--- config.mk ---
export PLATFORM = sky130hd
export DESIGN_NAME = escape_time_iteration
export DESIGN_NICKNAME = d
export VERILOG_FILES = /design/src/rtl/eti_pkg.sv /design/src/rtl/eti_mac.sv /design/src/rtl/eti_step.sv /design/src/rtl/escape_time_iteration.sv
export SDC_FILE = /design/constraint.sdc
export NUM_CORES = 2
export LEC_CHECK = 0
export BUFFER_PORTS_ARGS = -buffer_cell sky130_fd_sc_hd__buf_2
export CORE_ASPECT_RATIO = 0.9
export CORE_UTILIZATION = 53
export CTS_BUF_LIST = sky130_fd_sc_hd__clkbuf_8
export DETAILED_ROUTE_END_ITERATION = 8
export GPL_TIMING_DRIVEN = 0
export PLACE_DENSITY_LB_ADDON = 0.3
export SETUP_SLACK_MARGIN = 0.05
export SLEW_MARGIN = 10
export SYNTH_ARGS = -nofsm -noshare
export SYNTH_HDL_FRONTEND = slang
export SYNTH_HIERARCHICAL = 1
export SYNTH_SLANG_ARGS = --single-unit
--- constraint.sdc ---
create_clock -name clk_i -period 16.6 [get_ports clk_i]
set_clock_uncertainty 0.05 [all_clocks]
set_input_delay 2.49 -clock clk_i [delete_from_list [all_inputs] [get_ports clk_i]]
set_output_delay 2.49 -clock clk_i [all_outputs]
set_load 0.02 [all_outputs]
--- src/rtl/eti_pkg.sv ---
package eti_pkg;

  // Fixed field widths.
  localparam int unsigned IN_W      = 32;
  localparam int unsigned ORBIT_W   = 40;
  localparam int unsigned PROD_W    = 2 * ORBIT_W;
  localparam int unsigned SLICE_W   = ORBIT_W / 2;
  localparam int unsigned MAX_W     = 16;
  localparam int unsigned THR_W     = 36;
  localparam int unsigned ESC_W     = 16;
  localparam int unsigned CFG_IDX_W = 2;

  // Parameter defaults.
  localparam int unsigned FRACTION_BITS_DEF = 28;
  localparam int unsigned COUNT_BITS_DEF    = 16;

  // Register reset values.
  localparam logic [MAX_W-1:0] MAX_ITER_RST = MAX_W'(256);
  localparam logic [THR_W-1:0] RADIUS_RST   = THR_W'(64'd1073741824);

  // Configuration register indexes.
  localparam logic [CFG_IDX_W-1:0] CFG_MAX_ITER = CFG_IDX_W'(0);
  localparam logic [CFG_IDX_W-1:0] CFG_RADIUS   = CFG_IDX_W'(1);

  typedef enum logic [3:0] {
    ST_IDLE,
    ST_XX_LO,
    ST_XX_HI,
    ST_YY_LO,
    ST_YY_HI,
    ST_XY_LO,
    ST_XY_HI,
    ST_CMP,
    ST_UPD,
    ST_DONE
  } state_e;

  // Control of the shared multiply-accumulate unit.
  typedef struct packed {
    logic en;     // update the accumulator this cycle
    logic first;  // start a new product instead of accumulating
    logic upper;  // multiplier slice is the upper half
  } mac_ctrl_t;

endpackage

--- src/rtl/eti_mac.sv ---
module eti_mac (
  input  logic                                  clk_i,
  input  eti_pkg::mac_ctrl_t                    ctrl_i,
  input  logic [eti_pkg::ORBIT_W-1:0]           mcand_i,
  input  logic [eti_pkg::SLICE_W-1:0]           mplier_i,
  output logic [eti_pkg::PROD_W-1:0]            acc_o
);
  import eti_pkg::*;

  logic [ORBIT_W+SLICE_W-1:0] pp;
  logic [PROD_W-1:0]          pp_ext;
  logic [PROD_W-1:0]          addend;
  logic [PROD_W-1:0]          acc_d, acc_q;

  // One unsigned 40 x 20 partial product per cycle.
  assign pp     = (ORBIT_W+SLICE_W)'(mcand_i) * (ORBIT_W+SLICE_W)'(mplier_i);
  assign pp_ext = PROD_W'(pp);
  assign addend = ctrl_i.upper ? (pp_ext << SLICE_W) : pp_ext;

  always_comb begin
    acc_d = acc_q;
    if (ctrl_i.en) begin
      acc_d = (ctrl_i.first ? '0 : acc_q) + addend;
    end
  end

  always_ff @(posedge clk_i) begin
    acc_q <= acc_d;
  end

  assign acc_o = acc_q;

endmodule

--- src/rtl/eti_step.sv ---
module eti_step #(
  parameter int unsigned FRACTION_BITS = eti_pkg::FRACTION_BITS_DEF
) (
  input  logic        [eti_pkg::PROD_W-1:0]  xx_i,
  input  logic        [eti_pkg::PROD_W-1:0]  yy_i,
  input  logic signed [eti_pkg::PROD_W-1:0]  xy_i,
  input  logic signed [eti_pkg::PROD_W:0]    diff_i,
  input  logic        [eti_pkg::THR_W-1:0]   radius_i,
  input  logic signed [eti_pkg::IN_W-1:0]    c_re_i,
  input  logic signed [eti_pkg::IN_W-1:0]    c_im_i,
  output logic                               bounded_o,
  output logic signed [eti_pkg::PROD_W:0]    diff_o,
  output logic signed [eti_pkg::ORBIT_W-1:0] re_next_o,
  output logic signed [eti_pkg::ORBIT_W-1:0] im_next_o
);
  import eti_pkg::*;

  localparam int unsigned NORM_W = PROD_W + 1;
  localparam int unsigned LIM_W  = THR_W + FRACTION_BITS;
  localparam int unsigned CMP_W  = (NORM_W > LIM_W) ? NORM_W : LIM_W;
  localparam int unsigned RE_W   = PROD_W + 2;
  localparam int unsigned IM_W   = PROD_W + 1;

  logic        [NORM_W-1:0] norm;
  logic        [LIM_W-1:0]  limit;
  logic signed [RE_W-1:0]   re_sum;
  logic signed [IM_W-1:0]   im_sum;
  logic                     re_ovf, im_ovf;

  // Exact norm against the threshold scaled to the product's fraction.
  assign norm      = NORM_W'(xx_i) + NORM_W'(yy_i);
  assign limit     = {radius_i, {FRACTION_BITS{1'b0}}};
  assign bounded_o = CMP_W'(norm) <= CMP_W'(limit);

  assign diff_o = NORM_W'(xx_i) - NORM_W'(yy_i);

  assign re_sum = RE_W'(diff_i >>> FRACTION_BITS) + RE_W'(c_re_i);
  assign im_sum = IM_W'(xy_i >>> (FRACTION_BITS - 1)) + IM_W'(c_im_i);

  assign re_ovf = !((&re_sum[RE_W-1:ORBIT_W-1]) || !(|re_sum[RE_W-1:ORBIT_W-1]));
  assign im_ovf = !((&im_sum[IM_W-1:ORBIT_W-1]) || !(|im_sum[IM_W-1:ORBIT_W-1]));

  always_comb begin
    re_next_o = re_sum[ORBIT_W-1:0];
    if (re_ovf) begin
      re_next_o = re_sum[RE_W-1] ? {1'b1, {(ORBIT_W-1){1'b0}}}
                                 : {1'b0, {(ORBIT_W-1){1'b1}}};
    end
    im_next_o = im_sum[ORBIT_W-1:0];
    if (im_ovf) begin
      im_next_o = im_sum[IM_W-1] ? {1'b1, {(ORBIT_W-1){1'b0}}}
                                 : {1'b0, {(ORBIT_W-1){1'b1}}};
    end
  end

endmodule

--- src/rtl/escape_time_iteration.sv ---
// Sequence: each bounded iteration forms x*x, y*y and x*y in the states XX_LO to XY_HI,
//   compares the norm in CMP and updates the orbit in UPD; an escaping check stops after
//   CMP, and DONE hands the result over.
// Throughput: one point at a time; a new request is taken only in the idle state, once
//   the last result has been handed over, the pace being set by the one shared
//   40 x 20 multiplier doing six partial products a step.
// Reset: asynchronous, active low; limit returns to 256 and threshold to 4.0.
module escape_time_iteration #(
  parameter int unsigned FRACTION_BITS = eti_pkg::FRACTION_BITS_DEF,
  parameter int unsigned COUNT_BITS    = eti_pkg::COUNT_BITS_DEF
) (
  input  logic                                 clk_i,
  input  logic                                 rst_ni,
  // Point requests.
  input  logic                                 in_valid_i,
  output logic                                 in_stall_o,
  input  logic signed [eti_pkg::IN_W-1:0]      start_real_i,
  input  logic signed [eti_pkg::IN_W-1:0]      start_imag_i,
  input  logic signed [eti_pkg::IN_W-1:0]      offset_real_i,
  input  logic signed [eti_pkg::IN_W-1:0]      offset_imag_i,
  // Results.
  output logic                                 out_valid_o,
  input  logic                                 out_stall_i,
  output logic        [eti_pkg::ESC_W-1:0]     escape_count_o,
  // Configuration writes.
  input  logic                                 cfg_valid_i,
  output logic                                 cfg_ready_o,
  input  logic        [eti_pkg::CFG_IDX_W-1:0] cfg_index_i,
  input  logic        [eti_pkg::THR_W-1:0]     cfg_data_i
);
  import eti_pkg::*;

  // The recorded index is the step counter masked to COUNT_BITS; since the
  // counter never passes the 16-bit limit, wider settings change nothing.
  localparam int unsigned IDX_W = (COUNT_BITS < MAX_W) ? COUNT_BITS : MAX_W;

  state_e state_q, state_d;

  logic        [MAX_W-1:0]   max_iter_q;
  logic        [THR_W-1:0]   radius_q;
  logic signed [ORBIT_W-1:0] orbit_re_q, orbit_re_d;
  logic signed [ORBIT_W-1:0] orbit_im_q, orbit_im_d;
  logic signed [IN_W-1:0]    c_re_q, c_re_d;
  logic signed [IN_W-1:0]    c_im_q, c_im_d;
  logic        [MAX_W-1:0]   step_q, step_d;
  logic        [IDX_W-1:0]   bounded_q, bounded_d;
  logic        [PROD_W-1:0]  xx_q, xx_d;
  logic        [PROD_W-1:0]  yy_q, yy_d;
  logic signed [PROD_W-1:0]  xy_q, xy_d;
  logic signed [PROD_W:0]    diff_q, diff_d;
  logic                      out_valid_q, out_valid_d;
  logic        [ESC_W-1:0]   out_count_q, out_count_d;

  logic        [ORBIT_W-1:0] mag_re, mag_im;
  mac_ctrl_t                 mac_ctrl;
  logic        [ORBIT_W-1:0] mcand;
  logic        [SLICE_W-1:0] mplier;
  logic        [PROD_W-1:0]  acc;

  logic                      bounded;
  logic signed [PROD_W:0]    diff_next;
  logic signed [ORBIT_W-1:0] re_next, im_next;
  logic        [MAX_W-1:0]   step_inc;
  logic        [MAX_W-1:0]   max_m1;
  logic                      hit_limit;
  logic        [ESC_W-1:0]   result;
  logic                      in_accept;

  // Magnitudes feed the unsigned multiplier; the sign of x*y is applied
  // when the product is taken out of the accumulator.
  assign mag_re = orbit_re_q[ORBIT_W-1] ? ORBIT_W'(-orbit_re_q) : ORBIT_W'(orbit_re_q);
  assign mag_im = orbit_im_q[ORBIT_W-1] ? ORBIT_W'(-orbit_im_q) : ORBIT_W'(orbit_im_q);

  eti_mac u_mac (
    .clk_i    (clk_i),
    .ctrl_i   (mac_ctrl),
    .mcand_i  (mcand),
    .mplier_i (mplier),
    .acc_o    (acc)
  );

  eti_step #(
    .FRACTION_BITS (FRACTION_BITS)
  ) u_step (
    .xx_i      (xx_q),
    .yy_i      (yy_q),
    .xy_i      (xy_q),
    .diff_i    (diff_q),
    .radius_i  (radius_q),
    .c_re_i    (c_re_q),
    .c_im_i    (c_im_q),
    .bounded_o (bounded),
    .diff_o    (diff_next),
    .re_next_o (re_next),
    .im_next_o (im_next)
  );

  assign step_inc  = step_q + MAX_W'(1);
  assign max_m1    = max_iter_q - MAX_W'(1);
  // A run that stays bounded up to the last index reports the limit itself.
  assign hit_limit = (max_iter_q != '0) && (bounded_q == max_m1[IDX_W-1:0]);
  assign result    = hit_limit ? ESC_W'(max_iter_q[IDX_W-1:0]) : ESC_W'(bounded_q);

  assign in_stall_o = (state_q != ST_IDLE);
  assign in_accept  = in_valid_i && !in_stall_o;

  always_comb begin
    state_d     = state_q;
    orbit_re_d  = orbit_re_q;
    orbit_im_d  = orbit_im_q;
    c_re_d      = c_re_q;
    c_im_d      = c_im_q;
    step_d      = step_q;
    bounded_d   = bounded_q;
    xx_d        = xx_q;
    yy_d        = yy_q;
    xy_d        = xy_q;
    diff_d      = diff_q;
    out_valid_d = out_valid_q && out_stall_i;
    out_count_d = out_count_q;
    mac_ctrl    = '0;
    mcand       = mag_re;
    mplier      = mag_re[SLICE_W-1:0];

    unique case (state_q)
      ST_IDLE: begin
        if (in_valid_i) begin
          orbit_re_d = ORBIT_W'(start_real_i);
          orbit_im_d = ORBIT_W'(start_imag_i);
          c_re_d     = offset_real_i;
          c_im_d     = offset_imag_i;
          step_d     = '0;
          bounded_d  = '0;
          state_d    = (max_iter_q == '0) ? ST_DONE : ST_XX_LO;
        end
      end
      ST_XX_LO: begin
        mac_ctrl = '{en: 1'b1, first: 1'b1, upper: 1'b0};
        state_d  = ST_XX_HI;
      end
      ST_XX_HI: begin
        mplier   = mag_re[ORBIT_W-1:SLICE_W];
        mac_ctrl = '{en: 1'b1, first: 1'b0, upper: 1'b1};
        state_d  = ST_YY_LO;
      end
      ST_YY_LO: begin
        xx_d     = acc;
        mcand    = mag_im;
        mplier   = mag_im[SLICE_W-1:0];
        mac_ctrl = '{en: 1'b1, first: 1'b1, upper: 1'b0};
        state_d  = ST_YY_HI;
      end
      ST_YY_HI: begin
        mcand    = mag_im;
        mplier   = mag_im[ORBIT_W-1:SLICE_W];
        mac_ctrl = '{en: 1'b1, first: 1'b0, upper: 1'b1};
        state_d  = ST_XY_LO;
      end
      ST_XY_LO: begin
        yy_d     = acc;
        mplier   = mag_im[SLICE_W-1:0];
        mac_ctrl = '{en: 1'b1, first: 1'b1, upper: 1'b0};
        state_d  = ST_XY_HI;
      end
      ST_XY_HI: begin
        mplier   = mag_im[ORBIT_W-1:SLICE_W];
        mac_ctrl = '{en: 1'b1, first: 1'b0, upper: 1'b1};
        state_d  = ST_CMP;
      end
      ST_CMP: begin
        xy_d   = (orbit_re_q[ORBIT_W-1] ^ orbit_im_q[ORBIT_W-1]) ? PROD_W'(-acc) : acc;
        diff_d = diff_next;
        if (bounded) begin
          bounded_d = step_q[IDX_W-1:0];
          state_d   = ST_UPD;
        end else begin
          state_d = ST_DONE;
        end
      end
      ST_UPD: begin
        orbit_re_d = re_next;
        orbit_im_d = im_next;
        step_d     = step_inc;
        state_d    = (step_inc == max_iter_q) ? ST_DONE : ST_XX_LO;
      end
      ST_DONE: begin
        // Wait here only while an earlier result is still held downstream.
        if (!out_valid_q || !out_stall_i) begin
          out_valid_d = 1'b1;
          out_count_d = result;
          state_d     = ST_IDLE;
        end
      end
      default: begin
        state_d = ST_IDLE;
      end
    endcase
  end

  always_ff @(posedge clk_i or negedge rst_ni) begin
    if (!rst_ni) begin
      state_q     <= ST_IDLE;
      out_valid_q <= 1'b0;
      max_iter_q  <= MAX_ITER_RST;
      radius_q    <= RADIUS_RST;
    end else begin
      state_q     <= state_d;
      out_valid_q <= out_valid_d;
      if (cfg_valid_i && cfg_ready_o) begin
        unique case (cfg_index_i)
          CFG_MAX_ITER: max_iter_q <= cfg_data_i[MAX_W-1:0];
          CFG_RADIUS:   radius_q   <= cfg_data_i;
          default: begin
          end
        endcase
      end
    end
  end

  // Datapath registers carry no reset.
  always_ff @(posedge clk_i) begin
    orbit_re_q  <= orbit_re_d;
    orbit_im_q  <= orbit_im_d;
    c_re_q      <= c_re_d;
    c_im_q      <= c_im_d;
    step_q      <= step_d;
    bounded_q   <= bounded_d;
    xx_q        <= xx_d;
    yy_q        <= yy_d;
    xy_q        <= xy_d;
    diff_q      <= diff_d;
    out_count_q <= out_count_d;
  end

  assign cfg_ready_o    = 1'b1;
  assign out_valid_o    = out_valid_q;
  assign escape_count_o = out_count_q;

  // A new result only ever comes out of the hand-over state.
  a_result_from_done: assert property (@(posedge clk_i) disable iff (!rst_ni)
    $rose(out_valid_o) |-> $past(state_q == ST_DONE))
    else $error("result appeared without passing the hand-over state");

  // The norm check always follows the last partial product of x*y.
  a_cmp_after_mul: assert property (@(posedge clk_i) disable iff (!rst_ni)
    (state_q == ST_CMP) |-> $past(state_q == ST_XY_HI))
    else $error("compare reached without a finished product sequence");

  // An accepted request starts work and blocks further requests.
  a_busy_after_accept: assert property (@(posedge clk_i) disable iff (!rst_ni)
    in_accept |=> in_stall_o)
    else $error("block still idle after taking a request");

  // Updating the orbit only happens after a bounded compare.
  a_upd_after_cmp: assert property (@(posedge clk_i) disable iff (!rst_ni)
    (state_q == ST_UPD) |-> $past(state_q == ST_CMP))
    else $error("orbit update without a preceding compare");

endmodule
Word level (Yosys, flattened, before mapping)
Cells that the tools add are included.

storage, ports and cells
  flip-flop bits (word level) = 650
  latch bits = 0
  memory bits (writable) = 0
  bits in read-only memories = 0
  bits of input ports = 171
  output and inout port bits = 19
  memories kept = 0

operators by class
  $add $sub $neg = 10
  $mul = 1
  div/mod/pow operators = 0
  order comparisons = 1
  equality and inequality tests = 15
  shift-type cells = 0
  muxes and demuxes = 29
  bitwise operators = 1
  reduce and logical (&&, ||, !) cells = 32

operator list
  operator               count
  $mux 40                9
  $mux 80                3
  $pmux 40 s2            2
  $add 53x32->54         2
  $add 80x80->81         1
  $le 81x64->1           1
  $sub 80x80->81         1
  $add 80x80->80         1
  $neg 40->40            2
  $neg 80->80            1
  $pmux 16 s2            2
  $mul 40x20->60         1
  $pmux 20 s3            1
  $mux 16                3
  $reduce_and 43->1      1
  $reduce_or 43->1       1
  $reduce_and 42->1      1
  $reduce_or 42->1       1
  $pmux 4 s10            1
  $eq 16x16->1           2
  $add 16x1->16 const B  1
  $eq 4x3->1 const B     4
  $logic_not 16->1       1
  $mux 4                 4
  21 further kinds       42

Logic depth before layout (Yosys ltp)
  word-level depth = 6
  mapped depth = 49
  gate-level depth less buffers = 45

By module
Netlist, hierarchy kept.

by module, submodules not included
  module                 instances  cells an instance  area each (µm²)  seq. area each (µm²)
  eti_mac                1          4005               34145.2          2402.3
  escape_time_iteration  1          1901               24926.4          16833.6
  eti_step               1          2894               18914.4          0.0

Least setup slack after synthesis
Ideal clock, no wire load.

  path type = flip-flop to flip-flop
  start point = register orbit_re_q[20]
  end point = register u_mac.acc_q[78] (netlist: u_mac/acc_o[78]) (data pin)
  library setup time = 0.270 ns
  arrival = 11.689 ns
  setup slack = 4.591 ns
  cell stages (with the launch flop) = 43
  period minus slack after synthesis = 12.009 ns
  cell sequence = edfxtp_1 or4_4 or4_4 or3_1 buf_2 or3_4 or4_4 o22ai_2 a211o_1 clkbuf_1 nand2_1 fa_1 fa_1 inv_1 fa_1 fa_1 fa_1 fa_1 [... 7 more ...] o21ai_0 nor2_1 o41ai_1 a211oi_1 xnor2_1 mux2_2 ha_1 buf_2 nand4_1 nor2_1 nand3_1 nor4_1 o41ai_1 a2111oi_2 nor2_1 o21ba_2 o41ai_2 xor2_1

on the way
  cells in the longest elaborated chain, start to end = 6
  elaborated cells on any way between the ends = 7
  classes of those cells = add/sub: 2; mul: 1; mux: 4

ends and longest elaborated chain
  element                 RTL line                      text
  start, declared         escape_time_iteration.sv:41   logic signed [ORBIT_W-1:0] orbit_re_q, orbit_re_d;
  start signal, assigned  escape_time_iteration.sv:222  orbit_re_q <= orbit_re_d;
  $neg 40->40             escape_time_iteration.sv:71   assign mag_re = orbit_re_q[ORBIT_W-1] ? ORBIT_W'(-orbit_re_q) : ORBIT_W'(orbit_re_q);
  $mux 40                 escape_time_iteration.sv:71
  $pmux 20 s3             escape_time_iteration.sv:125  unique case (state_q)
  net mplier[19]          escape_time_iteration.sv:57   logic [SLICE_W-1:0] mplier;
  $mul 40x20->60          eti_mac.sv:16                 assign pp = (ORBIT_W+SLICE_W)'(mcand_i) * (ORBIT_W+SLICE_W)'(mplier_i);
  $mux 80                 eti_mac.sv:18                 assign addend = ctrl_i.upper ? (pp_ext << SLICE_W) : pp_ext;
  $add 80x80->80          eti_mac.sv:23                 acc_d = (ctrl_i.first ? '0 : acc_q) + addend;
  end signal, assigned    eti_mac.sv:28                 acc_q <= acc_d;
  end, declared           eti_mac.sv:13                 logic [PROD_W-1:0] acc_d, acc_q;

The timed path passes the listed nets, and every way through them passes these cells.
A chain may end at the register's enable or synchronous reset.

Final worst setup path
  start point = register orbit_im_q[4]
  end point = register u_mac.acc_q[78] (netlist: u_mac/acc_o[78]) (data pin)

on the way
  cells in the longest elaborated chain, start to end = 6
  elaborated cells on any way between the ends = 7
  classes of those cells = add/sub: 2; mul: 1; mux: 4

ends and longest elaborated chain
  element                 RTL line                      text
  start, declared         escape_time_iteration.sv:42   logic signed [ORBIT_W-1:0] orbit_im_q, orbit_im_d;
  start signal, assigned  escape_time_iteration.sv:223  orbit_im_q <= orbit_im_d;
  $neg 40->40             escape_time_iteration.sv:72   assign mag_im = orbit_im_q[ORBIT_W-1] ? ORBIT_W'(-orbit_im_q) : ORBIT_W'(orbit_im_q);
  $mux 40                 escape_time_iteration.sv:72
  $pmux 20 s3             escape_time_iteration.sv:125
  net mplier[11]          escape_time_iteration.sv:57
  $mul 40x20->60          eti_mac.sv:16
  $mux 80                 eti_mac.sv:18
  $add 80x80->80          eti_mac.sv:23

The timed path passes the listed nets, and every way through them passes these cells.

==> results.yml <==
run_status:
  outcome: "complete, no violations"
die:
  die_y_um: 360
  num_rows: 131
  fp.coreArea_um2: 142000
  start_util_pct: 53.3
  io_pins: 190
  die_w_um: 400
  die_area_um2: 144000
drt:
  vias: 67400
  wl_per_cell_um: 26.3
  dr.pass1.iters: 8
  routed_wl_mm: 286
  drt_iter0_markers: 8351
  via_per_inst: 6.19
  drtAntennaViolNets: 0
  drc_errors: 0
setup_path:
  crit_path_end_kind: "register"
  critical_path.top_delay_family: "compound AO/OA/AOI/OAI gates"
  cp_common_cell: "fa_1"
  critical_path_class: "reg2reg"
  critPathRequiredTime_ns: 17.19
  cp.arrival_ns: 16.49
  worst-path-max-fanout: 10
  critPathLaunch: "orbit_im_q[4]"
  slowest_stage: "a21oi_1"
  reg2reg_from: "orbit_im_q[4]"
  cp-start-kind: "register"
  critPathMaxStageDelay_ns: 0.89
  cp_num_buf_inv: 6
clock_tree:
  clk_path_buf_depth: 3
  htree_levels: 3
  cts_resized: 0
  clock_sinks: 595
  cts-buffers-inserted: 105
  cts_root_buffer: "clkbuf_8"
  postCtsSetupRepairBufs: 0
  clock_latency_ns: 0.86
  clk_pin_slew_ns: 0.06
  hold_buffers: 0
  cts_tree: "built"
timing:
  rsz0062_at_grt: "false"
  final_hold_viol_count: 0
  period_share_pct: 95.8
  maxSlewViolCount: 0
  finalSetupTns_ns: 0
  setup_violations: 0
  layout_min_cycle_time_ns: 15.90
  fmax_ghz: 0.0629
  tightest_slew_ns: 1.44
  slew_headroom_pct: 3.88
  whs_ns: 0.455
placed_design:
  gp_congestion: 1.06
  portBuffers: 188
  dp_hpwl_mm: 236
cells_and_area:
  nets: 10400
  area_growth_pct: 7.68
  drive_gt1_share_pct: 6.79
global_routing:
  grt_use_met3_pct: 12.6
  antenna_found_initial: 32
  grt_use_met1_pct: 54.8
  globalRouteTotalUtil_pct: 39.4
  grtUsageMet2_pct: 56.1
  first_global_vias: 65300
  grt_max_degree: 65
  grt_overflow: 0
  busiest_layer: "met2"
  grt_pass1_wl_mm: 419
synthesis:
  synthCells: 8618
  ys_warn_count: 6
  synth.avg_cell_area_um2: 8.76
  synthesis.nets: 10000
  synth.cell_area_um2: 75500
min_path:
  hp-class: "reg2reg"
  hold_start: "radius_q[4]"
flow_run:
  drv_cap: 0
[worst paths after layout]
| path | end | slack (ns) | depth (start not counted) |
|---|---|---|---|
| worst max-delay path | u_mac/acc_o[78] | 0.70 | 40 |
| worst min-delay path | radius_q[4] | 0.45 | 1 |
| worst max register to register | u_mac/acc_o[78] | 0.70 | 40 |
| worst min register to register | radius_q[4] | 0.45 | 1 |
| max in group asynchronous | state_q[0] | 14.18 | 1 |
| min in group asynchronous | radius_q[12] | 1.72 | 1 |
[through the flow]
step	util (%)	setup slack, ns	instances	instance area [µm²]
after floorplan	-	4.59	8618	75500
after global placement	55.6	1.29	10700	78800
after detailed placement	55.9	1.40	10700	79200
after CTS	57.4	1.32	10900	81300
after global routing	57.4	0.641	10900	81300
final	57.4	0.695	10900	81300
[area by class of cell]
cell class | count | area, µm²
Fill cell | 13000 | 60300
Sequential cell | 595 | 17600
Buffer | 465 | 1850
Timing Repair Buffer | 212 | 1230
Clock inverter | 91 | 601
Inverter | 1042 | 3910
Clock buffer | 109 | 1500
Multi-Input combinational cell | 6516 | 52300
Antenna cell | 8 | 20.0
Tap cell | 1862 | 2330
[per-layer routing]
layer | vias to the layer above | wire length, µm | share of wire [%]
li1 | 29900 | - | -
met1 | 33100 | 118000 | 41
met2 | 3754 | 118000 | 41
met3 | 632 | 35900 | 13
met4 | 24 | 14100 | 4.9
met5 | - | 179 | 0.063
[sequential cells by signal, summed over array words and instances (netlist names)]
name and count:
yy_q 80, step_q 16, xy_q 53, out_valid_o 1, xx_q 80, max_iter_q 16
state_q 4, radius_q 36, orbit_re_q 40, escape_count_o 16, c_re_q 32, orbit_im_q 40
u_mac/acc_o 80, diff_q 53, bounded_q 16, c_im_q 32
[layout by cell type (no fill, tap or decap), types with 142 or more instances in the layout]
cell / n
xnor2_1: 294
nand2_1: 1140
fa_1: 685
o21ai_0: 319
edfxtp_1: 538
clkbuf_1: 404
a21o_1: 143
nand4_1: 142
nor2_1: 425
xor2_1: 204
ha_1: 557
a21oi_1: 576
and2_1: 387
inv_1: 1048
buf_2: 221
Power is not shown: default switching activity piles up to over one toggle a cycle in this logic, so the estimate is an artifact.
